### config.mk
export PLATFORM = sky130hd
export DESIGN_NAME = humidity_temp_frame_decoder_core
export DESIGN_NICKNAME = d
export VERILOG_FILES = /design/src/sv/hftd_pkg.sv /design/src/sv/hftd_front.sv /design/src/sv/hftd_queue.sv /design/src/sv/hftd_back.sv /design/src/sv/humidity_temp_frame_decoder_core.sv
export SDC_FILE = /design/constraint.sdc
export NUM_CORES = 1
export LEC_CHECK = 0
export BUFFER_PORTS_ARGS = -buffer_cell sky130_fd_sc_hd__buf_2
export CORE_MARGIN = 4
export CORE_UTILIZATION = 26
export DETAILED_ROUTE_END_ITERATION = 10
export GPL_ROUTABILITY_DRIVEN = 0
export GPL_TIMING_DRIVEN = 0
export PLACE_DENSITY_LB_ADDON = 0.25
export RECOVER_POWER = 50
export SLEW_MARGIN = 0
export SYNTH_ARGS = -nofsm -noshare
export SYNTH_HDL_FRONTEND = slang
export SYNTH_HIERARCHICAL = 1
export SYNTH_SLANG_ARGS = --single-unit
### constraint.sdc
create_clock -name aclk -period 7.7 [get_ports aclk]
set_input_delay 1.54 -clock aclk [delete_from_list [all_inputs] [get_ports aclk]]
set_output_delay 1.54 -clock aclk [all_outputs]
set_load 0.01 [all_outputs]
### src/sv/hftd_pkg.sv
// Shared types, constants and helper functions for the humidity/temperature
// reply decoder. Used by every module of the block; depends on nothing.
`timescale 1ns / 1ps
`default_nettype none

package hftd_pkg;

    localparam logic [7:0]  CRC_POLY    = 8'h31;
    localparam logic [7:0]  CRC_INIT    = 8'hFF;
    localparam logic [14:0] TEMP_SPAN   = 15'd17500;
    localparam logic [15:0] TEMP_OFFSET = 16'd4500;
    localparam logic [13:0] HUMID_SPAN  = 14'd10000;
    localparam logic [15:0] HUMID_MAX   = 16'd10000;
    localparam logic [16:0] FULL_SCALE  = 17'd65535;

    // Position of a byte within the six-byte sensor reply.
    typedef enum logic [2:0] {
        POS_T_MSB = 3'd0,
        POS_T_LSB = 3'd1,
        POS_T_CRC = 3'd2,
        POS_H_MSB = 3'd3,
        POS_H_LSB = 3'd4,
        POS_H_CRC = 3'd5
    } byte_pos_t;

    // One complete reply, handed from the front end to the conversion back end.
    typedef struct packed {
        logic        ok;
        logic [15:0] temp_raw;
        logic [15:0] humid_raw;
    } frame_t;

    // CRC-8, MSB first, one byte per call.
    function automatic logic [7:0] crc8_feed(input logic [7:0] crc, input logic [7:0] b);
        logic [7:0] c;
        c = crc ^ b;
        for (int k = 0; k < 8; k++) begin
            if (c[7]) begin
                c = {c[6:0], 1'b0} ^ CRC_POLY;
            end else begin
                c = {c[6:0], 1'b0};
            end
        end
        return c;
    endfunction

    // floor(x / 65535) for x below 2^31. Since 65535 = 2^16 - 1, the
    // remainder after taking x >> 16 is the low half plus that quotient,
    // which stays below twice the divisor, so one correction suffices.
    function automatic logic [15:0] div_full_scale(input logic [30:0] x);
        logic [14:0] q;
        logic [16:0] r;
        logic [15:0] res;
        q   = x[30:16];
        r   = {1'b0, x[15:0]} + {2'b00, q};
        res = {1'b0, q};
        if (r >= FULL_SCALE) begin
            res = res + 16'd1;
        end
        return res;
    endfunction

endpackage

`default_nettype wire

### src/sv/hftd_front.sv
// Front end of the reply decoder: tracks the byte position, runs the CRC-8
// check and assembles the raw words. Depends on hftd_pkg.
`timescale 1ns / 1ps
`default_nettype none

module hftd_front (
    input  wire logic            aclk,
    input  wire logic            aresetn,
    input  wire logic            s_valid,
    output logic                 s_ready,
    input  wire logic            s_frame_start,
    input  wire logic [7:0]      s_rx_byte,
    input  wire logic            queue_full,
    output logic                 push_valid,
    output hftd_pkg::frame_t     push_frame
);

    hftd_pkg::byte_pos_t pos_reg, pos_next, pos_eff;
    logic [7:0]  crc_reg, crc_next;
    logic [15:0] temp_word_reg, temp_word_next;
    logic [15:0] humid_word_reg, humid_word_next;
    logic        temp_pass_reg, temp_pass_next;
    logic        accept;

    assign s_ready = !queue_full;
    assign accept  = s_valid && s_ready;

    // A start mark, or a position that cannot occur, restarts the reply.
    always_comb begin
        pos_eff = pos_reg;
        if (s_frame_start) begin
            pos_eff = hftd_pkg::POS_T_MSB;
        end
    end

    // Next position.
    always_comb begin
        pos_next = pos_reg;
        if (accept) begin
            unique case (pos_eff)
                hftd_pkg::POS_T_MSB: pos_next = hftd_pkg::POS_T_LSB;
                hftd_pkg::POS_T_LSB: pos_next = hftd_pkg::POS_T_CRC;
                hftd_pkg::POS_T_CRC: pos_next = hftd_pkg::POS_H_MSB;
                hftd_pkg::POS_H_MSB: pos_next = hftd_pkg::POS_H_LSB;
                hftd_pkg::POS_H_LSB: pos_next = hftd_pkg::POS_H_CRC;
                hftd_pkg::POS_H_CRC: pos_next = hftd_pkg::POS_T_MSB;
                default:             pos_next = hftd_pkg::POS_T_LSB;
            endcase
        end
    end

    // Data path and outputs for the current position.
    always_comb begin
        crc_next        = crc_reg;
        temp_word_next  = temp_word_reg;
        humid_word_next = humid_word_reg;
        temp_pass_next  = temp_pass_reg;
        push_valid      = 1'b0;
        push_frame.ok        = temp_pass_reg && (crc_reg == s_rx_byte);
        push_frame.temp_raw  = temp_word_reg;
        push_frame.humid_raw = humid_word_reg;
        if (accept) begin
            unique case (pos_eff)
                hftd_pkg::POS_T_LSB: begin
                    crc_next       = hftd_pkg::crc8_feed(crc_reg, s_rx_byte);
                    temp_word_next = {temp_word_reg[15:8], s_rx_byte};
                end
                hftd_pkg::POS_T_CRC: begin
                    temp_pass_next = (crc_reg == s_rx_byte);
                end
                hftd_pkg::POS_H_MSB: begin
                    crc_next        = hftd_pkg::crc8_feed(hftd_pkg::CRC_INIT, s_rx_byte);
                    humid_word_next = {s_rx_byte, humid_word_reg[7:0]};
                end
                hftd_pkg::POS_H_LSB: begin
                    crc_next        = hftd_pkg::crc8_feed(crc_reg, s_rx_byte);
                    humid_word_next = {humid_word_reg[15:8], s_rx_byte};
                end
                hftd_pkg::POS_H_CRC: begin
                    push_valid = 1'b1;
                end
                default: begin
                    // First byte of a reply, also taken for unused position codes.
                    crc_next       = hftd_pkg::crc8_feed(hftd_pkg::CRC_INIT, s_rx_byte);
                    temp_word_next = {s_rx_byte, temp_word_reg[7:0]};
                end
            endcase
        end
    end

    always_ff @(posedge aclk) begin
        if (!aresetn) begin
            pos_reg       <= hftd_pkg::POS_T_MSB;
            crc_reg       <= hftd_pkg::CRC_INIT;
            temp_pass_reg <= 1'b0;
        end else begin
            pos_reg       <= pos_next;
            crc_reg       <= crc_next;
            temp_pass_reg <= temp_pass_next;
        end
    end

    always_ff @(posedge aclk) begin
        temp_word_reg  <= temp_word_next;
        humid_word_reg <= humid_word_next;
    end

endmodule

`default_nettype wire

### src/sv/hftd_queue.sv
// Two-entry queue of complete replies between the front end and the
// conversion back end. Depends on hftd_pkg for the entry type.
`timescale 1ns / 1ps
`default_nettype none

module hftd_queue (
    input  wire logic              aclk,
    input  wire logic              aresetn,
    input  wire logic              push_valid,
    input  wire hftd_pkg::frame_t  push_frame,
    output logic                   full,
    output logic                   pop_valid,
    input  wire logic              pop_ready,
    output hftd_pkg::frame_t       pop_frame
);

    hftd_pkg::frame_t entry_reg [2];
    logic       wr_ptr_reg, wr_ptr_next;
    logic       rd_ptr_reg, rd_ptr_next;
    logic [1:0] count_reg, count_next;
    logic       do_push, do_pop;

    assign full      = (count_reg == 2'd2);
    assign pop_valid = (count_reg != 2'd0);
    assign pop_frame = entry_reg[rd_ptr_reg];
    assign do_push   = push_valid && !full;
    assign do_pop    = pop_valid && pop_ready;

    always_comb begin
        wr_ptr_next = wr_ptr_reg ^ do_push;
        rd_ptr_next = rd_ptr_reg ^ do_pop;
        count_next  = count_reg;
        if (do_push && !do_pop) begin
            count_next = count_reg + 2'd1;
        end else if (do_pop && !do_push) begin
            count_next = count_reg - 2'd1;
        end
    end

    always_ff @(posedge aclk) begin
        if (!aresetn) begin
            wr_ptr_reg <= 1'b0;
            rd_ptr_reg <= 1'b0;
            count_reg  <= 2'd0;
        end else begin
            wr_ptr_reg <= wr_ptr_next;
            rd_ptr_reg <= rd_ptr_next;
            count_reg  <= count_next;
        end
    end

    always_ff @(posedge aclk) begin
        if (do_push) begin
            entry_reg[wr_ptr_reg] <= push_frame;
        end
    end

endmodule

`default_nettype wire

### src/sv/hftd_back.sv
// Conversion back end: scales the raw words into centidegrees and
// centipercent in two stages and holds the result word. Depends on hftd_pkg.
`timescale 1ns / 1ps
`default_nettype none

module hftd_back (
    input  wire logic              aclk,
    input  wire logic              aresetn,
    input  wire logic              pop_valid,
    output logic                   pop_ready,
    input  wire hftd_pkg::frame_t  pop_frame,
    output logic                   m_valid,
    input  wire logic              m_ready,
    output logic                   m_reading_ok,
    output logic signed [14:0]     m_temp_centideg,
    output logic [13:0]            m_humid_centipct
);

    // Stage A: the two scaling products.
    logic        a_valid_reg, a_valid_next;
    logic        a_ok_reg;
    logic [30:0] a_temp_prod_reg;
    logic [29:0] a_humid_prod_reg;

    // Output stage.
    logic        out_valid_reg, out_valid_next;
    logic        out_ok_reg;
    logic [14:0] out_temp_reg, out_temp_next;
    logic [13:0] out_humid_reg, out_humid_next;

    logic        out_load, a_load;
    logic [15:0] temp_q, humid_q, humid_clamped, temp_off;

    assign out_load  = a_valid_reg && (!out_valid_reg || m_ready);
    assign pop_ready = !a_valid_reg || out_load;
    assign a_load    = pop_valid && pop_ready;

    always_comb begin
        a_valid_next = a_valid_reg;
        if (a_load) begin
            a_valid_next = 1'b1;
        end else if (out_load) begin
            a_valid_next = 1'b0;
        end
        out_valid_next = out_valid_reg;
        if (out_load) begin
            out_valid_next = 1'b1;
        end else if (m_ready) begin
            out_valid_next = 1'b0;
        end
    end

    always_comb begin
        temp_q        = hftd_pkg::div_full_scale(a_temp_prod_reg);
        humid_q       = hftd_pkg::div_full_scale({1'b0, a_humid_prod_reg});
        temp_off      = temp_q - hftd_pkg::TEMP_OFFSET;
        humid_clamped = (humid_q > hftd_pkg::HUMID_MAX) ? hftd_pkg::HUMID_MAX : humid_q;
        out_temp_next  = 15'd0;
        out_humid_next = 14'd0;
        // A failed checksum reports zero for both readings.
        if (a_ok_reg) begin
            out_temp_next  = temp_off[14:0];
            out_humid_next = humid_clamped[13:0];
        end
    end

    always_ff @(posedge aclk) begin
        if (!aresetn) begin
            a_valid_reg   <= 1'b0;
            out_valid_reg <= 1'b0;
        end else begin
            a_valid_reg   <= a_valid_next;
            out_valid_reg <= out_valid_next;
        end
    end

    always_ff @(posedge aclk) begin
        if (a_load) begin
            a_ok_reg         <= pop_frame.ok;
            a_temp_prod_reg  <= 31'(pop_frame.temp_raw) * 31'(hftd_pkg::TEMP_SPAN);
            a_humid_prod_reg <= 30'(pop_frame.humid_raw) * 30'(hftd_pkg::HUMID_SPAN);
        end
        if (out_load) begin
            out_ok_reg    <= a_ok_reg;
            out_temp_reg  <= out_temp_next;
            out_humid_reg <= out_humid_next;
        end
    end

    assign m_valid          = out_valid_reg;
    assign m_reading_ok     = out_ok_reg;
    assign m_temp_centideg  = $signed(out_temp_reg);
    assign m_humid_centipct = out_humid_reg;

endmodule

`default_nettype wire

### src/sv/humidity_temp_frame_decoder_core.sv
// Humidity/temperature reply decoder: checks the two CRC-8 protected words of
// a six-byte sensor reply and converts them to centidegrees and centipercent.
//
// Input channel (s_): one reply byte per word, in bus order: temperature MSB,
// LSB, CRC, then humidity MSB, LSB, CRC. s_frame_start marks the first byte of
// a reply and abandons any partial one. A byte can be taken every cycle while s_ready is high.
// Result channel (m_): one word per complete reply. m_reading_ok is low when
// either CRC failed, and both readings are then zero.
// Path: the reply enters the queue at the edge that accepts the sixth byte,
// the scaling products are registered in stage A, and the division by full
// scale and the offset land in the output register, which drives m_valid.
// Throughput: one byte per cycle sustained while s_ready is high; a reply is six bytes.
// When the receiver stalls, the output register, the product stage and a
// two-entry reply queue fill in turn; only then is s_ready dropped.
// Reset (aresetn low, synchronous) empties the queue and pipeline and returns
// to the start of a reply with the CRC preset to all ones.
// Depends on hftd_pkg, hftd_front, hftd_queue and hftd_back.
`timescale 1ns / 1ps
`default_nettype none

module humidity_temp_frame_decoder_core (
    input  wire logic         aclk,
    input  wire logic         aresetn,
    input  wire logic         s_valid,
    output logic              s_ready,
    input  wire logic         s_frame_start,
    input  wire logic [7:0]   s_rx_byte,
    output logic              m_valid,
    input  wire logic         m_ready,
    output logic              m_reading_ok,
    output logic signed [14:0] m_temp_centideg,
    output logic [13:0]       m_humid_centipct
);

    logic             queue_full;
    logic             push_valid;
    hftd_pkg::frame_t push_frame;
    logic             pop_valid;
    logic             pop_ready;
    hftd_pkg::frame_t pop_frame;

    hftd_front u_front (
        .aclk          (aclk),
        .aresetn       (aresetn),
        .s_valid       (s_valid),
        .s_ready       (s_ready),
        .s_frame_start (s_frame_start),
        .s_rx_byte     (s_rx_byte),
        .queue_full    (queue_full),
        .push_valid    (push_valid),
        .push_frame    (push_frame)
    );

    hftd_queue u_queue (
        .aclk       (aclk),
        .aresetn    (aresetn),
        .push_valid (push_valid),
        .push_frame (push_frame),
        .full       (queue_full),
        .pop_valid  (pop_valid),
        .pop_ready  (pop_ready),
        .pop_frame  (pop_frame)
    );

    hftd_back u_back (
        .aclk             (aclk),
        .aresetn          (aresetn),
        .pop_valid        (pop_valid),
        .pop_ready        (pop_ready),
        .pop_frame        (pop_frame),
        .m_valid          (m_valid),
        .m_ready          (m_ready),
        .m_reading_ok     (m_reading_ok),
        .m_temp_centideg  (m_temp_centideg),
        .m_humid_centipct (m_humid_centipct)
    );

endmodule

`default_nettype wire
After elaboration in Yosys (flattened, before gate mapping)
Memory sizes are Yosys's and may differ from the RTL's. A register that Yosys moved wholly into a read port is not among the register bits.
Cells that the tools add are included.

storage, ports and cells
  flip-flop bits (word level) = 136
  word-level logic and storage cells = 212
  input port bits = 13
  memories = 1
  bits in writable memories = 66

operators by class
  multiply operators = 2
  add/sub/neg operators = 7
  reduce and logical (&&, ||, !) cells = 28
  muxes and demuxes = 105
  order comparisons = 3
  bitwise gates (word level) = 40
  equal/unequal tests = 7

memories
  memory             depth  width  read ports  clocked after Yosys merged registers in  wr ports  line              source
  u_queue.entry_reg  2      33     1           1                                        1         hftd_queue.sv:17  hftd_pkg::frame_t entry_reg [2];

operators with widths
  kind                      count
  $mux W8                   56
  $mux W6                   30
  $not A3 Y3                30
  $pmux W16 S2              2
  $ge A17 B16 Y1 const B    2
  $pmux W8 S4               1
  $mux W15                  2
  $mul A16 B13 Y29 const B  1
  $mul A16 B10 Y26 const B  1
  $add A16 B14 Y17          1
  $add A16 B15 Y17          1
  $add A14 B1 Y15 const B   1
  $add A15 B1 Y15 const B   1
  $gt A15 B14 Y1 const B    1
  $pmux W3 S5               1
  $sub A15 B13 Y15 const B  1
  $mux W14                  1
  $reduce_and A3 Y1         4
  $mux W1                   9
  $eq A8 B8 Y1              1
  $not A8 Y8                1
  $reduce_bool A2 Y1        4
  $xor A8 B8 Y8             1
  $logic_and A1 B1 Y1       7
  16 further kinds          32

Logic depth before layout (Yosys ltp)
  depth in word-level cells = 32
  gate-level depth with buffers = 25
  gate-level depth less buffers = 23

By module
Netlist, hierarchy kept.

by module, submodules not included
  module      instances  cells an instance  seq. area each (um^2)  area each (um^2)
  hftd_back   1          1165               2622.5                 11086.9
  hftd_queue  1          126                2082.0                 2608.8
  hftd_front  1          203                1201.2                 2369.8

Least setup slack after synthesis
Ideal clock, no wire load.

  path kind = register to register
  from = register (tool-made name)
  to = register u_back.a_humid_prod_reg[28], data pin
  period minus slack after synthesis = 5.863 ns
  slack = 1.837 ns
  required time = 7.442 ns
  arrival = 5.605 ns
  cell stages (with the launch flop) = 23
  cells stage by stage = dfxtp_1 -> buf_2 -> buf_2 -> mux2_2 -> fa_1 -> ha_1 -> inv_1 -> fa_1 -> inv_1 -> ha_1 -> inv_1 -> fa_1 -> inv_1 -> ha_1 -> inv_1 -> o21bai_1 -> a41o_1 -> o41ai_1 -> o21ai_0 -> or4b_2 -> a31o_2 -> a21oi_1 -> xnor2_1

RTL lines
  what                    line             source
  end signal: assignment  hftd_back.sv:81  a_humid_prod_reg <= 30'(pop_frame.humid_raw) * 30'(hftd_pkg::HUMID_SPAN);
  end: declaration        hftd_back.sv:23  logic [29:0] a_humid_prod_reg;

==> results.toml <==
[outcome]
status = "finished, violations left"
violations = "max-capacitance violations, max-slew violations"

[route]
wl_met3_um = 919
top_layer_used = "met4"
dr_wl_met2_um = 14900
dr.pass1.iters = 5
num_vias = 10400
drt_wl_total_um = 33300
drt-met1-wl_um = 16600
routed_via_density = 4.38
drt-initial-drc-count = 426
ant_nets = 0
post_drt_wl_per_cell_um = 14.1
drc_errors = 0

[clock_network]
clkTransAtPathRegs_ns = 0.06
cts_resized = 0
clk_latency_ns = 0.53
cts_buffer_depth = 3
clockRootBuffer = "clkbuf_16"
cts_tree = "built"
htree_num_levels = 1
holdBufCountCts = 0
postCtsSetupBuffers = 0
cts.sinks = 203
cts_made_buffers = 25

[sta]
hold-worst-slack_ns = 0.445
rsz0062_at_grt = "false"
drv_slew = 71
setup_viol = 0
relSlewSlack_pct = -31.0
fin_tns_setup_ns = 0
finalCritPeriodShare_pct = 87.9
worstMarginPinSlew_ns = 1.96
fmax_mhz = 148
finClkSkew_ns = 0.0144
hold_viol_final = 0
fin_crit_ns = 6.77

[place]
place.port_buffers = 37
hpwl_um = 26200
dpl.cell_count = 2315

[worst_setup_path]
setup.worst_path.end = "u_back/a_temp_prod_reg[30]$_DFFE_PP_"
startpoint_type = "flip-flop"
crit_type = "reg -> reg"
worstSetupEndpointType = "flip-flop"
ff2ff_setup_slack_ns = 0.93
timing.rr.end = "u_back/a_temp_prod_reg[30]$_DFFE_PP_"
crit_path_max_fanout = 10
required_ns = 7.97
worst_ep_arrival_time_ns = 7.04
rr_worst_depth = 25

[yosys]
syn_inst = 1494
yosysSeqAreaShare_pct = 36.8
avgSynthCellArea_um2 = 10.8
syn_nets = 1785
synth_edf_count = 184
synth_top_area_cell = "edfxtp_1"
yosysWarnings = 6
yosys-top-cells-area = "edfxtp_1 34%, ha_1 15%, fa_1 10%"
synthesis.area_um2 = 16100
ys.flop_type = "edfxtp_1"
synthArstFlopShare_pct = 0
ys_ff_latch = 203
synth.lib_cells_used.distinct = 82
yosys.area.top_type_share_pct = 34.4

[cells_and_area]
final-instance-count-excl-fill = 2361
drive_gt1_share_pct = 8.68
nNetsFinal = 1851
layout-area-overhead-vs-synth_pct = 11.9
diodes = 0
largest_register_ff_count = 66

[floorplanning]
core_region_area_um2 = 60800
die_h_um = 257
rows = 90
die-area_um2 = 65800
die_w_um = 257
initial_core_util_pct = 26.4
io-pin-count = 45

[global_routing]
antenna_found_initial = 0
grt_max_degree = 40
grt_use_total_pct = 10.1
grt.overflow.total = 0
grt_pass1_vias = 10600
grt_pass1_wl_um = 55700

[min_path]
min_path_cells = 0
hold_path_class = "reg -> reg"

[run]
cap_violations = 2
[worst max-delay path, cell delays in order (launching register included)]
cell and delay, ns:
dfxtp_1 0.33, buf_2 0.18, clkbuf_1 0.51, mux2_2 0.49, ha_1 0.30, inv_1 0.05, fa_1 0.49, inv_1 0.04
ha_1 0.28, ha_1 0.27, inv_1 0.05, fa_1 0.53, inv_1 0.07, fa_1 0.45, a21o_1 0.18, a21oi_1 0.23
o21bai_1 0.10, a21oi_1 0.29, o21ai_0 0.19, a311oi_1 0.32, o21bai_1 0.15, a41o_1 0.27, nor4_1 0.27, o41ai_1 0.13
a21oi_1 0.22, o21ai_0 0.12
[routing by layer]
metal	GRT usage, %	up-vias
met3	1.46	36
met5	0	-
met4	2.80	0
met1	14.3	4868
met2	16.3	130
li1	-	5317
[cells in the mapped netlist (all sizes together) (18+ instances only)]
| master | number |
|---|---|
| dfxtp | 19 |
| a21oi | 61 |
| nand3 | 23 |
| nor3 | 23 |
| edfxtp | 184 |
| and3 | 25 |
| xor2 | 22 |
| nor2b | 34 |
| fa | 82 |
| and2 | 25 |
| nor2 | 74 |
| o21ai | 47 |
| ha | 196 |
| mux2 | 35 |
| buf | 18 |
| xnor2 | 84 |
| nand2 | 60 |
| clkbuf | 21 |
| inv | 250 |
[area by class of cell]
type                       count  area [µm²]
tap                          782         978
multi-input combinational   1001        9020
clock inverter                13         100
fill                        6335       42800
timing repair buffer          39         178
inverter                     251         942
clock buffer                  33         676
buffer                        39         178
sequential                   203        5910
[stage by stage]
step | area (µm²) | setup slack [ns] | util [%]
finish | 18000 | 0.929 | 29.6
detailed placement | 17300 | 1.12 | 28.4
global route | 18000 | 0.337 | 29.6
floorplan | 16100 | 1.84 | -
CTS | 18100 | 1.12 | 29.7
global placement | 17200 | 1.19 | 28.3
[cell usage in the layout (no fill, tap or decap), types with 15 or more instances in the layout]
cell,Yosys,routed
nor2b_1,34,33
mux2_2,35,30
o21bai_1,15,15
ha_1,196,194
clkbuf_1,21,44
o21ai_0,45,46
a21oi_1,59,59
inv_1,250,250
fa_1,82,82
a21o_1,15,15
xor2_1,22,22
dfxtp_1,19,19
nor2_1,74,74
buf_2,16,38
edfxtp_1,184,184
and2_1,25,23
xnor2_1,84,84
clkbuf_16,0,25
nand4_1,17,17
and3_1,22,22
nand2_1,60,60
nor3_1,22,22
nand3_1,23,23
[worst min path at each step]
| stage | from | end | slack [ns] |
|---|---|---|---|
| 6_report | u_front/humid_word_reg[6]$_DFFE_PP_ | u_queue/entry_reg[0][6]$_DFFE_PP_ | 0.45 |
| 5_1_grt | u_front/humid_word_reg[6]$_DFFE_PP_ | u_queue/entry_reg[0][6]$_DFFE_PP_ | 0.46 |
| 4_1_cts | u_front/humid_word_reg[6]$_DFFE_PP_ | u_queue/entry_reg[0][6]$_DFFE_PP_ | 0.44 |
| 3_5_place_dp | u_front/humid_word_reg[4]$_DFFE_PP_ | u_queue/entry_reg[1][4]$_DFFE_PP_ | 0.44 |
| 3_3_place_gp | u_front/humid_word_reg[7]$_DFFE_PP_ | u_queue/entry_reg[0][7]$_DFFE_PP_ | 0.43 |
| 2_1_floorplan | u_front/humid_word_reg[0]$_DFFE_PP_ | u_queue/entry_reg[0][0]$_DFFE_PP_ | 0.42 |
[cells by family (layout without fill, tap and decap cells)]
kind of cell             count (synthesis)  in the layout  synth area share [%]
AND/OR/NAND/NOR                        333            333                  10.9
buffers and inverters                  290            375                  6.99
adder cells (fa/ha/maj)                278            278                  25.5
AO/OA/AOI/OAI                          238            238                  10.3
flip-flops                             203            203                  36.8
XOR/XNOR                               113            113                  6.78
multiplexers                            39             39                  2.70
Power is not shown: default switching activity piles up to over one toggle a cycle in this logic, so the estimate is an artifact.
